`config.mk`:
```
export PLATFORM = sky130hd
export DESIGN_NAME = mlfq_task_scheduler
export DESIGN_NICKNAME = d
export VERILOG_FILES = /design/src/mlfq_pkg.sv /design/src/mlfq_ram.sv /design/src/mlfq_rem.sv /design/src/mlfq_task_scheduler.sv
export SDC_FILE = /design/constraint.sdc
export NUM_CORES = 2
export LEC_CHECK = 0
export BUFFER_PORTS_ARGS = -buffer_cell sky130_fd_sc_hd__buf_2
export CELL_PAD_IN_SITES_DETAIL_PLACEMENT = 0
export CELL_PAD_IN_SITES_GLOBAL_PLACEMENT = 1
export CORE_MARGIN = 10
export CORE_UTILIZATION = 45
export DETAILED_ROUTE_END_ITERATION = 8
export PLACE_DENSITY_LB_ADDON = 0.1
export SLEW_MARGIN = 20
export SYNTH_ARGS = -nofsm -noshare
export SYNTH_HDL_FRONTEND = slang
export SYNTH_SLANG_ARGS = --single-unit
```
`constraint.sdc`:
```
create_clock -name clk -period 16.35 [get_ports clk]
set_input_delay 0.8175 -clock clk [delete_from_list [all_inputs] [get_ports clk]]
set_output_delay 0.8175 -clock clk [all_outputs]
set_load 0.01 [all_outputs]
```
`src/mlfq_pkg.sv`:
```
// ----------------------------------------------------------------------------
// mlfq_pkg
// Shared sizes, operation codes and configuration register indices of the multilevel feedback queue scheduler.
// ----------------------------------------------------------------------------
package mlfq_pkg;

	localparam int NUM_LEVELS = 4;
	localparam int MAX_TASKS  = 16;
	localparam int LVL_W      = $clog2(NUM_LEVELS);
	localparam int TID_W      = $clog2(MAX_TASKS);
	localparam int LEN_W      = $clog2(MAX_TASKS + 1);
	localparam int SLOTS      = NUM_LEVELS * MAX_TASKS;
	localparam int QW         = 16;
	localparam int TW         = 32;

	localparam logic [2:0] OP_ADD     = 3'd0;
	localparam logic [2:0] OP_CHOOSE  = 3'd1;
	localparam logic [2:0] OP_NEXT_Q  = 3'd2;
	localparam logic [2:0] OP_PREPARE = 3'd3;
	localparam logic [2:0] OP_DELETE  = 3'd4;
	localparam logic [2:0] OP_BOOST   = 3'd5;

	localparam logic [2:0] REG_Q0     = 3'd0;
	localparam logic [2:0] REG_Q1     = 3'd1;
	localparam logic [2:0] REG_Q2     = 3'd2;
	localparam logic [2:0] REG_Q3     = 3'd3;
	localparam logic [2:0] REG_BOOST  = 3'd4;

endpackage

```
`src/mlfq_ram.sv`:
```
// ----------------------------------------------------------------------------
// mlfq_ram
// Generic simple dual-port RAM, one write and one registered read port.
// ----------------------------------------------------------------------------
module mlfq_ram #(
	parameter int W = 4,
	parameter int D = 64
) (
	input  logic                 clk,
	input  logic                 we,
	input  logic [$clog2(D)-1:0] waddr,
	input  logic [W-1:0]         wdata,
	input  logic [$clog2(D)-1:0] raddr,
	output logic [W-1:0]         rdata
);

	logic [W-1:0] mem_q [D];

	always_ff @(posedge clk) begin
		if (we) begin
			mem_q[waddr] <= wdata;
		end
		rdata <= mem_q[raddr];
	end

endmodule

```
`src/mlfq_rem.sv`:
```
// ----------------------------------------------------------------------------
// mlfq_rem
// Bit-serial remainder of a 32-bit time by a 16-bit period, one bit a cycle.
// ----------------------------------------------------------------------------
module mlfq_rem import mlfq_pkg::*; (
	input  logic          clk,
	input  logic          arst_n,
	input  logic          go,
	input  logic [TW-1:0] dividend,
	input  logic [QW-1:0] divisor,
	output logic          done,
	output logic          rem_zero
);

	logic [QW-1:0] rem_q;
	logic [TW-1:0] dvd_q;
	logic [5:0]    cnt_q;
	logic          run_q;
	logic          done_q;
	logic [QW:0]   trial;
	logic [QW:0]   diff;

	assign trial = {rem_q, dvd_q[TW-1]};
	assign diff  = trial - {1'b0, divisor};

	always_ff @(posedge clk or negedge arst_n) begin
		if (!arst_n) begin
			run_q  <= 1'b0;
			done_q <= 1'b0;
			cnt_q  <= '0;
		end else begin
			done_q <= 1'b0;
			if (go) begin
				run_q <= 1'b1;
				cnt_q <= '0;
			end else if (run_q) begin
				cnt_q <= cnt_q + 6'd1;
				if (cnt_q == 6'(TW - 1)) begin
					run_q  <= 1'b0;
					done_q <= 1'b1;
				end
			end
		end
	end

	always_ff @(posedge clk) begin
		if (go) begin
			rem_q <= '0;
			dvd_q <= dividend;
		end else if (run_q) begin
			dvd_q <= {dvd_q[TW-2:0], 1'b0};
			if (trial >= {1'b0, divisor}) begin
				rem_q <= diff[QW-1:0];
			end else begin
				rem_q <= trial[QW-1:0];
			end
		end
	end

	assign done     = done_q;
	assign rem_zero = (rem_q == '0);

endmodule

```
`src/mlfq_task_scheduler.sv`:
```
// ----------------------------------------------------------------------------
// mlfq_task_scheduler
// Four-level feedback queue scheduler with a sequencer over a slot RAM.
// ----------------------------------------------------------------------------
// Use: raise start with op and its operands while busy is low; the transaction
// is taken at that edge. Exactly one result follows, marked by a one-cycle
// done strobe with success, chosen_task, quantum_out and refused; the receiver
// cannot stall it and must take it in that cycle.
// Steps: add, next_quantum, unused codes and a prepare_switch that does not
// exhaust the slice answer in the cycle after they are taken. choose reads
// and checks each slot level by level from level 0 (the queues hold 16
// tasks in all). delete and an exhausting prepare_switch scan one level and
// shift the tail down, a read and a write per slot. boost runs the serial
// remainder unit, then moves the tasks of levels 1 to 3 to the tail of
// level 0. The slot RAM read port is registered, so each slot is read in
// one state and used in the next.
// Configuration: cfg_we with cfg_index and cfg_wdata writes one register at
// once; the user must write only while idle, the block does not enforce it.
// Reset: queues empty, no task present, start stamps zero, quanta 10, 20, 30,
// 40 and boost period 1000. Slot contents need no clearing.
// ----------------------------------------------------------------------------
module mlfq_task_scheduler import mlfq_pkg::*; (
	input  logic             clk,
	input  logic             arst_n,
	input  logic             start,
	output logic             busy,
	input  logic [2:0]       op,
	input  logic [TID_W-1:0] task_id,
	input  logic [LVL_W-1:0] level,
	input  logic [TW-1:0]    now_ms,
	input  logic [15:0]      runnable_mask,
	input  logic [15:0]      executing_mask,
	input  logic             cfg_we,
	input  logic [2:0]       cfg_index,
	input  logic [QW-1:0]    cfg_wdata,
	output logic             done,
	output logic             success,
	output logic [TID_W-1:0] chosen_task,
	output logic [QW-1:0]    quantum_out,
	output logic             refused
);

	localparam logic [3:0] S_IDLE     = 4'd0;
	localparam logic [3:0] S_DIV      = 4'd1;
	localparam logic [3:0] S_SCAN_RD  = 4'd2;
	localparam logic [3:0] S_SCAN_CHK = 4'd3;
	localparam logic [3:0] S_FIND_RD  = 4'd4;
	localparam logic [3:0] S_FIND_CHK = 4'd5;
	localparam logic [3:0] S_SHIFT_RD = 4'd6;
	localparam logic [3:0] S_SHIFT_WR = 4'd7;
	localparam logic [3:0] S_POST     = 4'd8;
	localparam logic [3:0] S_BST_RD   = 4'd9;
	localparam logic [3:0] S_BST_CHK  = 4'd10;

	localparam logic [LVL_W-1:0] LAST_LVL = LVL_W'(NUM_LEVELS - 1);

	logic [3:0]       state_q;
	logic [QW-1:0]    quant_q [NUM_LEVELS];
	logic [QW-1:0]    bperiod_q;
	logic [LEN_W-1:0] len_q [NUM_LEVELS];
	logic             present_q [MAX_TASKS];
	logic [LVL_W-1:0] tlevel_q [MAX_TASKS];
	logic [QW-1:0]    ttl_q [MAX_TASKS];
	logic [TW-1:0]    stamp_q [MAX_TASKS];

	logic [2:0]       op_q;
	logic [TID_W-1:0] id_q;
	logic [LVL_W-1:0] lvl_q;
	logic [LVL_W-1:0] dst_q;
	logic [LEN_W-1:0] idx_q;
	logic [TW-1:0]    now_q;
	logic [15:0]      run_mask_q;
	logic [15:0]      exe_mask_q;

	logic             done_q;
	logic             success_q;
	logic [TID_W-1:0] chosen_q;
	logic [QW-1:0]    quantum_q;
	logic             refused_q;

	logic                     ram_we;
	logic [$clog2(SLOTS)-1:0] ram_waddr;
	logic [TID_W-1:0]         ram_wdata;
	logic [$clog2(SLOTS)-1:0] ram_raddr;
	logic [TID_W-1:0]         ram_rdata;

	logic          div_go;
	logic          div_done;
	logic          div_zero;

	logic          accept;
	logic          known;
	logic [TW-1:0] run_time;
	logic          exhausted;
	logic [LVL_W-1:0] cur_lvl;
	logic [LEN_W-1:0] idx_inc;

	assign accept    = start && (state_q == S_IDLE);
	assign known     = present_q[task_id];
	assign cur_lvl   = tlevel_q[task_id];
	assign run_time  = now_ms - stamp_q[task_id];
	assign exhausted = run_time >= {16'd0, ttl_q[task_id]};
	assign idx_inc   = idx_q + LEN_W'(1);
	assign div_go    = accept && (op == OP_BOOST);

	mlfq_ram #(.W(TID_W), .D(SLOTS)) u_slots (
		.clk   (clk),
		.we    (ram_we),
		.waddr (ram_waddr),
		.wdata (ram_wdata),
		.raddr (ram_raddr),
		.rdata (ram_rdata)
	);

	mlfq_rem u_rem (
		.clk      (clk),
		.arst_n   (arst_n),
		.go       (div_go),
		.dividend (now_ms),
		.divisor  (bperiod_q),
		.done     (div_done),
		.rem_zero (div_zero)
	);

	// slot RAM port selection
	always_comb begin
		ram_we    = 1'b0;
		ram_waddr = '0;
		ram_wdata = '0;
		ram_raddr = {lvl_q, idx_q[TID_W-1:0]};
		case (state_q)
			S_IDLE: begin
				if (accept && op == OP_ADD && !known && len_q[level] < LEN_W'(MAX_TASKS)) begin
					ram_we    = 1'b1;
					ram_waddr = {level, len_q[level][TID_W-1:0]};
					ram_wdata = task_id;
				end
			end
			S_SHIFT_RD: begin
				ram_raddr = {lvl_q, idx_inc[TID_W-1:0]};
			end
			S_SHIFT_WR: begin
				ram_we    = 1'b1;
				ram_waddr = {lvl_q, idx_q[TID_W-1:0]};
				ram_wdata = ram_rdata;
			end
			S_POST: begin
				if (op_q == OP_PREPARE && len_q[dst_q] < LEN_W'(MAX_TASKS)) begin
					ram_we    = 1'b1;
					ram_waddr = {dst_q, len_q[dst_q][TID_W-1:0]};
					ram_wdata = id_q;
				end
			end
			S_BST_CHK: begin
				if (len_q[0] < LEN_W'(MAX_TASKS)) begin
					ram_we    = 1'b1;
					ram_waddr = {LVL_W'(0), len_q[0][TID_W-1:0]};
					ram_wdata = ram_rdata;
				end
			end
			default: begin
			end
		endcase
	end

	// control state
	always_ff @(posedge clk or negedge arst_n) begin
		if (!arst_n) begin
			state_q   <= S_IDLE;
			done_q    <= 1'b0;
			quant_q[0] <= 16'd10;
			quant_q[1] <= 16'd20;
			quant_q[2] <= 16'd30;
			quant_q[3] <= 16'd40;
			bperiod_q <= 16'd1000;
			for (int i = 0; i < NUM_LEVELS; i++) begin
				len_q[i] <= '0;
			end
			for (int i = 0; i < MAX_TASKS; i++) begin
				present_q[i] <= 1'b0;
				stamp_q[i]   <= '0;
			end
		end else begin
			done_q <= 1'b0;
			if (cfg_we) begin
				case (cfg_index)
					REG_Q0:    quant_q[0] <= cfg_wdata;
					REG_Q1:    quant_q[1] <= cfg_wdata;
					REG_Q2:    quant_q[2] <= cfg_wdata;
					REG_Q3:    quant_q[3] <= cfg_wdata;
					REG_BOOST: bperiod_q  <= cfg_wdata;
					default: begin
					end
				endcase
			end
			case (state_q)
				S_IDLE: begin
					if (accept) begin
						case (op)
							OP_ADD: begin
								done_q <= 1'b1;
								if (!known && len_q[level] < LEN_W'(MAX_TASKS)) begin
									len_q[level]       <= len_q[level] + LEN_W'(1);
									present_q[task_id] <= 1'b1;
								end
							end
							OP_CHOOSE: state_q <= S_SCAN_RD;
							OP_NEXT_Q: begin
								done_q <= 1'b1;
								if (known) begin
									stamp_q[task_id] <= now_ms;
								end
							end
							OP_PREPARE: begin
								if (known && exhausted) begin
									state_q <= S_FIND_RD;
								end else begin
									done_q <= 1'b1;
								end
							end
							OP_DELETE: begin
								if (known) begin
									state_q <= S_FIND_RD;
								end else begin
									done_q <= 1'b1;
								end
							end
							OP_BOOST: state_q <= S_DIV;
							default: done_q <= 1'b1;
						endcase
					end
				end
				S_DIV: begin
					if (div_done) begin
						if (div_zero && bperiod_q != '0) begin
							state_q <= S_BST_RD;
						end else begin
							state_q <= S_IDLE;
							done_q  <= 1'b1;
						end
					end
				end
				S_SCAN_RD: begin
					if (idx_q >= len_q[lvl_q]) begin
						if (lvl_q == LAST_LVL) begin
							state_q <= S_IDLE;
							done_q  <= 1'b1;
						end
					end else begin
						state_q <= S_SCAN_CHK;
					end
				end
				S_SCAN_CHK: begin
					if (run_mask_q[ram_rdata] && !exe_mask_q[ram_rdata]) begin
						stamp_q[ram_rdata] <= now_q;
						state_q <= S_IDLE;
						done_q  <= 1'b1;
					end else begin
						state_q <= S_SCAN_RD;
					end
				end
				S_FIND_RD: begin
					if (idx_q >= len_q[lvl_q]) begin
						state_q <= S_POST;
					end else begin
						state_q <= S_FIND_CHK;
					end
				end
				S_FIND_CHK: begin
					state_q <= (ram_rdata == id_q) ? S_SHIFT_RD : S_FIND_RD;
				end
				S_SHIFT_RD: begin
					if (idx_inc < len_q[lvl_q]) begin
						state_q <= S_SHIFT_WR;
					end else begin
						len_q[lvl_q] <= len_q[lvl_q] - LEN_W'(1);
						state_q <= S_POST;
					end
				end
				S_SHIFT_WR: state_q <= S_SHIFT_RD;
				S_POST: begin
					if (op_q == OP_PREPARE) begin
						if (len_q[dst_q] < LEN_W'(MAX_TASKS)) begin
							len_q[dst_q] <= len_q[dst_q] + LEN_W'(1);
						end
					end else begin
						present_q[id_q] <= 1'b0;
					end
					state_q <= S_IDLE;
					done_q  <= 1'b1;
				end
				S_BST_RD: begin
					if (idx_q >= len_q[lvl_q]) begin
						len_q[lvl_q] <= '0;
						if (lvl_q == LAST_LVL) begin
							state_q <= S_IDLE;
							done_q  <= 1'b1;
						end
					end else begin
						state_q <= S_BST_CHK;
					end
				end
				S_BST_CHK: begin
					if (len_q[0] < LEN_W'(MAX_TASKS)) begin
						len_q[0] <= len_q[0] + LEN_W'(1);
					end
					state_q <= S_BST_RD;
				end
				default: state_q <= S_IDLE;
			endcase
		end
	end

	// operands, walk pointers, per-task payload and result
	always_ff @(posedge clk) begin
		case (state_q)
			S_IDLE: begin
				if (accept) begin
					op_q       <= op;
					id_q       <= task_id;
					now_q      <= now_ms;
					run_mask_q <= runnable_mask;
					exe_mask_q <= executing_mask;
					idx_q      <= '0;
					lvl_q      <= (op == OP_BOOST) ? LVL_W'(1) :
					              (op == OP_CHOOSE) ? LVL_W'(0) : cur_lvl;
					dst_q      <= (cur_lvl == LAST_LVL) ? LAST_LVL : cur_lvl + LVL_W'(1);
					success_q  <= 1'b0;
					chosen_q   <= '0;
					quantum_q  <= '0;
					refused_q  <= 1'b0;
					case (op)
						OP_ADD: begin
							if (known || len_q[level] >= LEN_W'(MAX_TASKS)) begin
								refused_q <= 1'b1;
							end else begin
								success_q         <= 1'b1;
								tlevel_q[task_id] <= level;
								ttl_q[task_id]    <= quant_q[level];
							end
						end
						OP_NEXT_Q: begin
							if (known) begin
								success_q <= 1'b1;
								quantum_q <= ttl_q[task_id];
							end
						end
						OP_PREPARE: begin
							if (known && !exhausted) begin
								success_q      <= 1'b1;
								ttl_q[task_id] <= ttl_q[task_id] - run_time[QW-1:0];
								quantum_q      <= ttl_q[task_id] - run_time[QW-1:0];
							end
						end
						default: begin
						end
					endcase
				end
			end
			S_DIV: begin
				if (div_done && div_zero && bperiod_q != '0) begin
					success_q <= 1'b1;
				end
			end
			S_SCAN_RD: begin
				if (idx_q >= len_q[lvl_q] && lvl_q != LAST_LVL) begin
					lvl_q <= lvl_q + LVL_W'(1);
					idx_q <= '0;
				end
			end
			S_SCAN_CHK: begin
				if (run_mask_q[ram_rdata] && !exe_mask_q[ram_rdata]) begin
					success_q <= 1'b1;
					chosen_q  <= ram_rdata;
					quantum_q <= ttl_q[ram_rdata];
				end else begin
					idx_q <= idx_inc;
				end
			end
			S_FIND_CHK: begin
				if (ram_rdata != id_q) begin
					idx_q <= idx_inc;
				end
			end
			S_SHIFT_WR: idx_q <= idx_inc;
			S_POST: begin
				success_q <= 1'b1;
				if (op_q == OP_PREPARE) begin
					// a task that does not fit in the full destination level is still charged the new slice
					if (len_q[dst_q] < LEN_W'(MAX_TASKS)) begin
						tlevel_q[id_q] <= dst_q;
					end
					ttl_q[id_q] <= quant_q[dst_q];
					quantum_q   <= quant_q[dst_q];
				end
			end
			S_BST_RD: begin
				if (idx_q >= len_q[lvl_q] && lvl_q != LAST_LVL) begin
					lvl_q <= lvl_q + LVL_W'(1);
					idx_q <= '0;
				end
			end
			S_BST_CHK: begin
				if (len_q[0] < LEN_W'(MAX_TASKS)) begin
					tlevel_q[ram_rdata] <= '0;
				end
				ttl_q[ram_rdata] <= quant_q[0];
				idx_q <= idx_inc;
			end
			default: begin
			end
		endcase
	end

	assign busy        = (state_q != S_IDLE);
	assign done        = done_q;
	assign success     = success_q;
	assign chosen_task = chosen_q;
	assign quantum_out = quantum_q;
	assign refused     = refused_q;

endmodule

```
==> flow_summary.toml <==
[clock_tree]
post_cts_buffers = 0
cts_resized = 0
numCtsBuffers = 154
htreeDepth = 4
clk_pin_slew_ps = 50
cts_tree = "built"
ctsHoldBuffers = 0
cts_num_sinks = 1339
root_buffer = "clkbuf_16"
clock_path_buffers = 3
clk_latency_ps = 800

[critical_path]
cpMostUsedCell = "buf_4"
crit_fanout = 63
worst_r2r_path_depth = 23
r2r_setup_slack_ps = 8700
setup.worst_path.class = "in2reg"
critPathTopFamily = "buffers and inverters"
r2r_end = "ttl_q[14][4]"
r2r_start = "stamp_q[4]"
worstSetupStartpointType = "input pin"
cp_data_arrival_time_ps = 10090
path_buf_inv = 7
cp_slowest_stage_delay_ps = 860
critPathCaptureType = "flop"
slowest_stage = "buf_4"
worstPathRequired_ps = 16830

[global_route]
grt-ovfl-total = 0
antenna_found_initial = 4
grt_pass1_wl_mm = 352
grt_max_degree = 176
grt_use_total_pct = 28.3
grt_pass1_vias = 48912

[synthesis]
synth_edf_count = 678
synth_top_area_share_pct = 29.7
ys_warn_count = 0
yosys-top-cells-area = "edfxtp_1, dfrtp_1, mux4_2"
synth_cells = 5613
synthFlopType = "edfxtp_1"
synth-compound-area-share_pct = 14.4
ys_seq_area_share_pct = 53.7
syn_nets = 5811
synthArstFlopShare_pct = 47.9
synth.cell_area_um2 = 68500
synth_top_family_by_area = "multiplexers"
ys_types = 97
synthMuxAreaShare_pct = 17.0
syn_avg_cell_area_um2 = 12.2
ys_ff_latch = 1339
synthXorXnorAreaFrac_pct = 0.919
synth_fa_ha_area_share_pct = 1.90
synth_simple_gate_area_share_pct = 8.25
yosys.area.top_type = "edfxtp_1"

[detailed_routing]
drc_errors = 0
wl_per_cell_um = 31.5
final_antenna_net_count = 0
drt_iter0_markers = 5733
drt_pass1_iterations = 7
viasPerCell = 6.47
num_vias = 49676
wirelength_mm = 242

[floorplanning]
dieHeight_um = 410
core_area_um2 = 152000
initial_core_util_pct = 45.2
die_x_um = 410
die_area_um2 = 168000
io_pins = 120
num_rows = 143

[cells_and_area]
stdcell_count = 7674
nets = 5714
area_growth_pct = 11.5
final_common_cell = "edfxtp_1"
post-route-util_pct = 50.4
diodes = 0
final_cell_mix = "edfxtp_1, dfrtp_1, nand2_1, o21ai_0, mux4_2"
drive_above_1_share_pct = 20.9

[placed_design]
io_buffers = 119
dp.cells = 7389
hpwlAfterDp_mm = 144
routabilityCongestion = 0.884

[sta]
hold_viol = 2
fmax_ghz = 0.104
setup_viol = 0
period_needed_ps = 9610
rsz0062_at_grt = "false"
worst_hold_slack_ps = -11.4
fin_tns_setup_ps = 0
finalMaxSlewViolations = 0
fin_worst_skew_ps = 30.3
worst_pin_slew_ps = 1190
fin_crit_sh_pct = 58.8
slew_headroom_pct = 20.1

[power]
peakVddDrop_mv = 0.116
power_leakage_nw = 28.0
powerDensity_nw_per_um2 = 156

[run_status]
violations = "hold timing"
status = "finished, violations left"

[hold_path]
hold_class = "in2async"

[run]
maxCapViolCount = 0
per-stage QoR:
step	hold WS (ps)	setup slack, ps	power (mW)	area, µm²
after floorplan	445	7060	7.00	68500
after global placement	457	6030	8.46	71300
after detailed placement	465	5920	8.48	71400
after CTS	24.7	6730	11.9	76300
after global routing	26.4	5920	12.4	76400
final	-11.4	6740	11.9	76400
cell families after synthesis:
kind of cell,after synthesis
multiplexers,591
AND/OR/NAND/NOR,1319
XOR/XNOR,71
buffers and inverters,660
flip-flops,1339
adder cells (fa/ha/maj),102
AO/OA/AOI/OAI,1531
Yosys cell counts, drive strengths merged (84+ instances only):
cell,count
a21oi,284
a22oi,436
a32oi,96
buf,86
clkbuf,441
dfrtp,625
edfxtp,678
ha,99
inv,131
mux2,84
mux4,451
nand2,589
nor2,443
o21ai,466
cell type report:
| type | instances | area [µm²] |
|---|---|---|
| Fill cell | 13291 | 75200 |
| Sequential cell | 1339 | 36800 |
| Multi-Input combinational cell | 3614 | 29700 |
| Clock buffer | 213 | 4220 |
| Tap cell | 2030 | 2540 |
| Timing Repair Buffer | 275 | 1870 |
| Clock inverter | 71 | 736 |
| Inverter | 132 | 498 |
power by group:
part,internal [mW],switching (mW),leakage [nW]
clock network,1.96,1.47,2.41
logic,1.47,2.39,10.4
registers,4.22,0.385,15.1
per-layer routing:
metal,global-route usage [%],up-vias,wire (µm)
met2,42.7,2501,109000
met3,5.88,501,21700
met4,10.1,2,9190
met1,40.5,25450,102000
li1,-,21222,-
met5,0,-,15
worst max-delay path by stage:
stage	startpoint	endpoint	cells after the start
floorplan	task_id[0]	ttl_q[8][0]	30
global placement	task_id[0]	ttl_q[14][1]	27
detailed placement	task_id[0]	ttl_q[14][4]	27
CTS	task_id[0]	ttl_q[14][12]	27
global route	task_id[0]	ttl_q[14][12]	27
finish	task_id[0]	ttl_q[14][4]	27
sequential cells by signal, summed over array words and instances (netlist names), 20 cells and up:
signal and flops:
ttl_q 256, stamp_q 512, quant_q 64, len_q 20, now_q 32, u_rem.dvd_q 32
tlevel_q 32, u_slots.mem_q 256
worst register-to-register path: stages (launching register included):
cell      delay (ps)
dfrtp_1          400
mux4_2           470
mux4_2           510
inv_1             70
ha_1             280
a21o_1           220
a221oi_2         440
o21bai_1         200
o21ai_1          320
o21ai_0          170
xnor2_1          220
ha_1             290
inv_1            160
nor2_1            70
o21a_1           180
or4_1            490
nor4_1           190
nand4_1          130
nor4_1           280
nand4_2          180
buf_4            300
and3_1           540
nor3_2           820
buf_4            370
No activity file was read; power rests on OpenSTA's default activity.
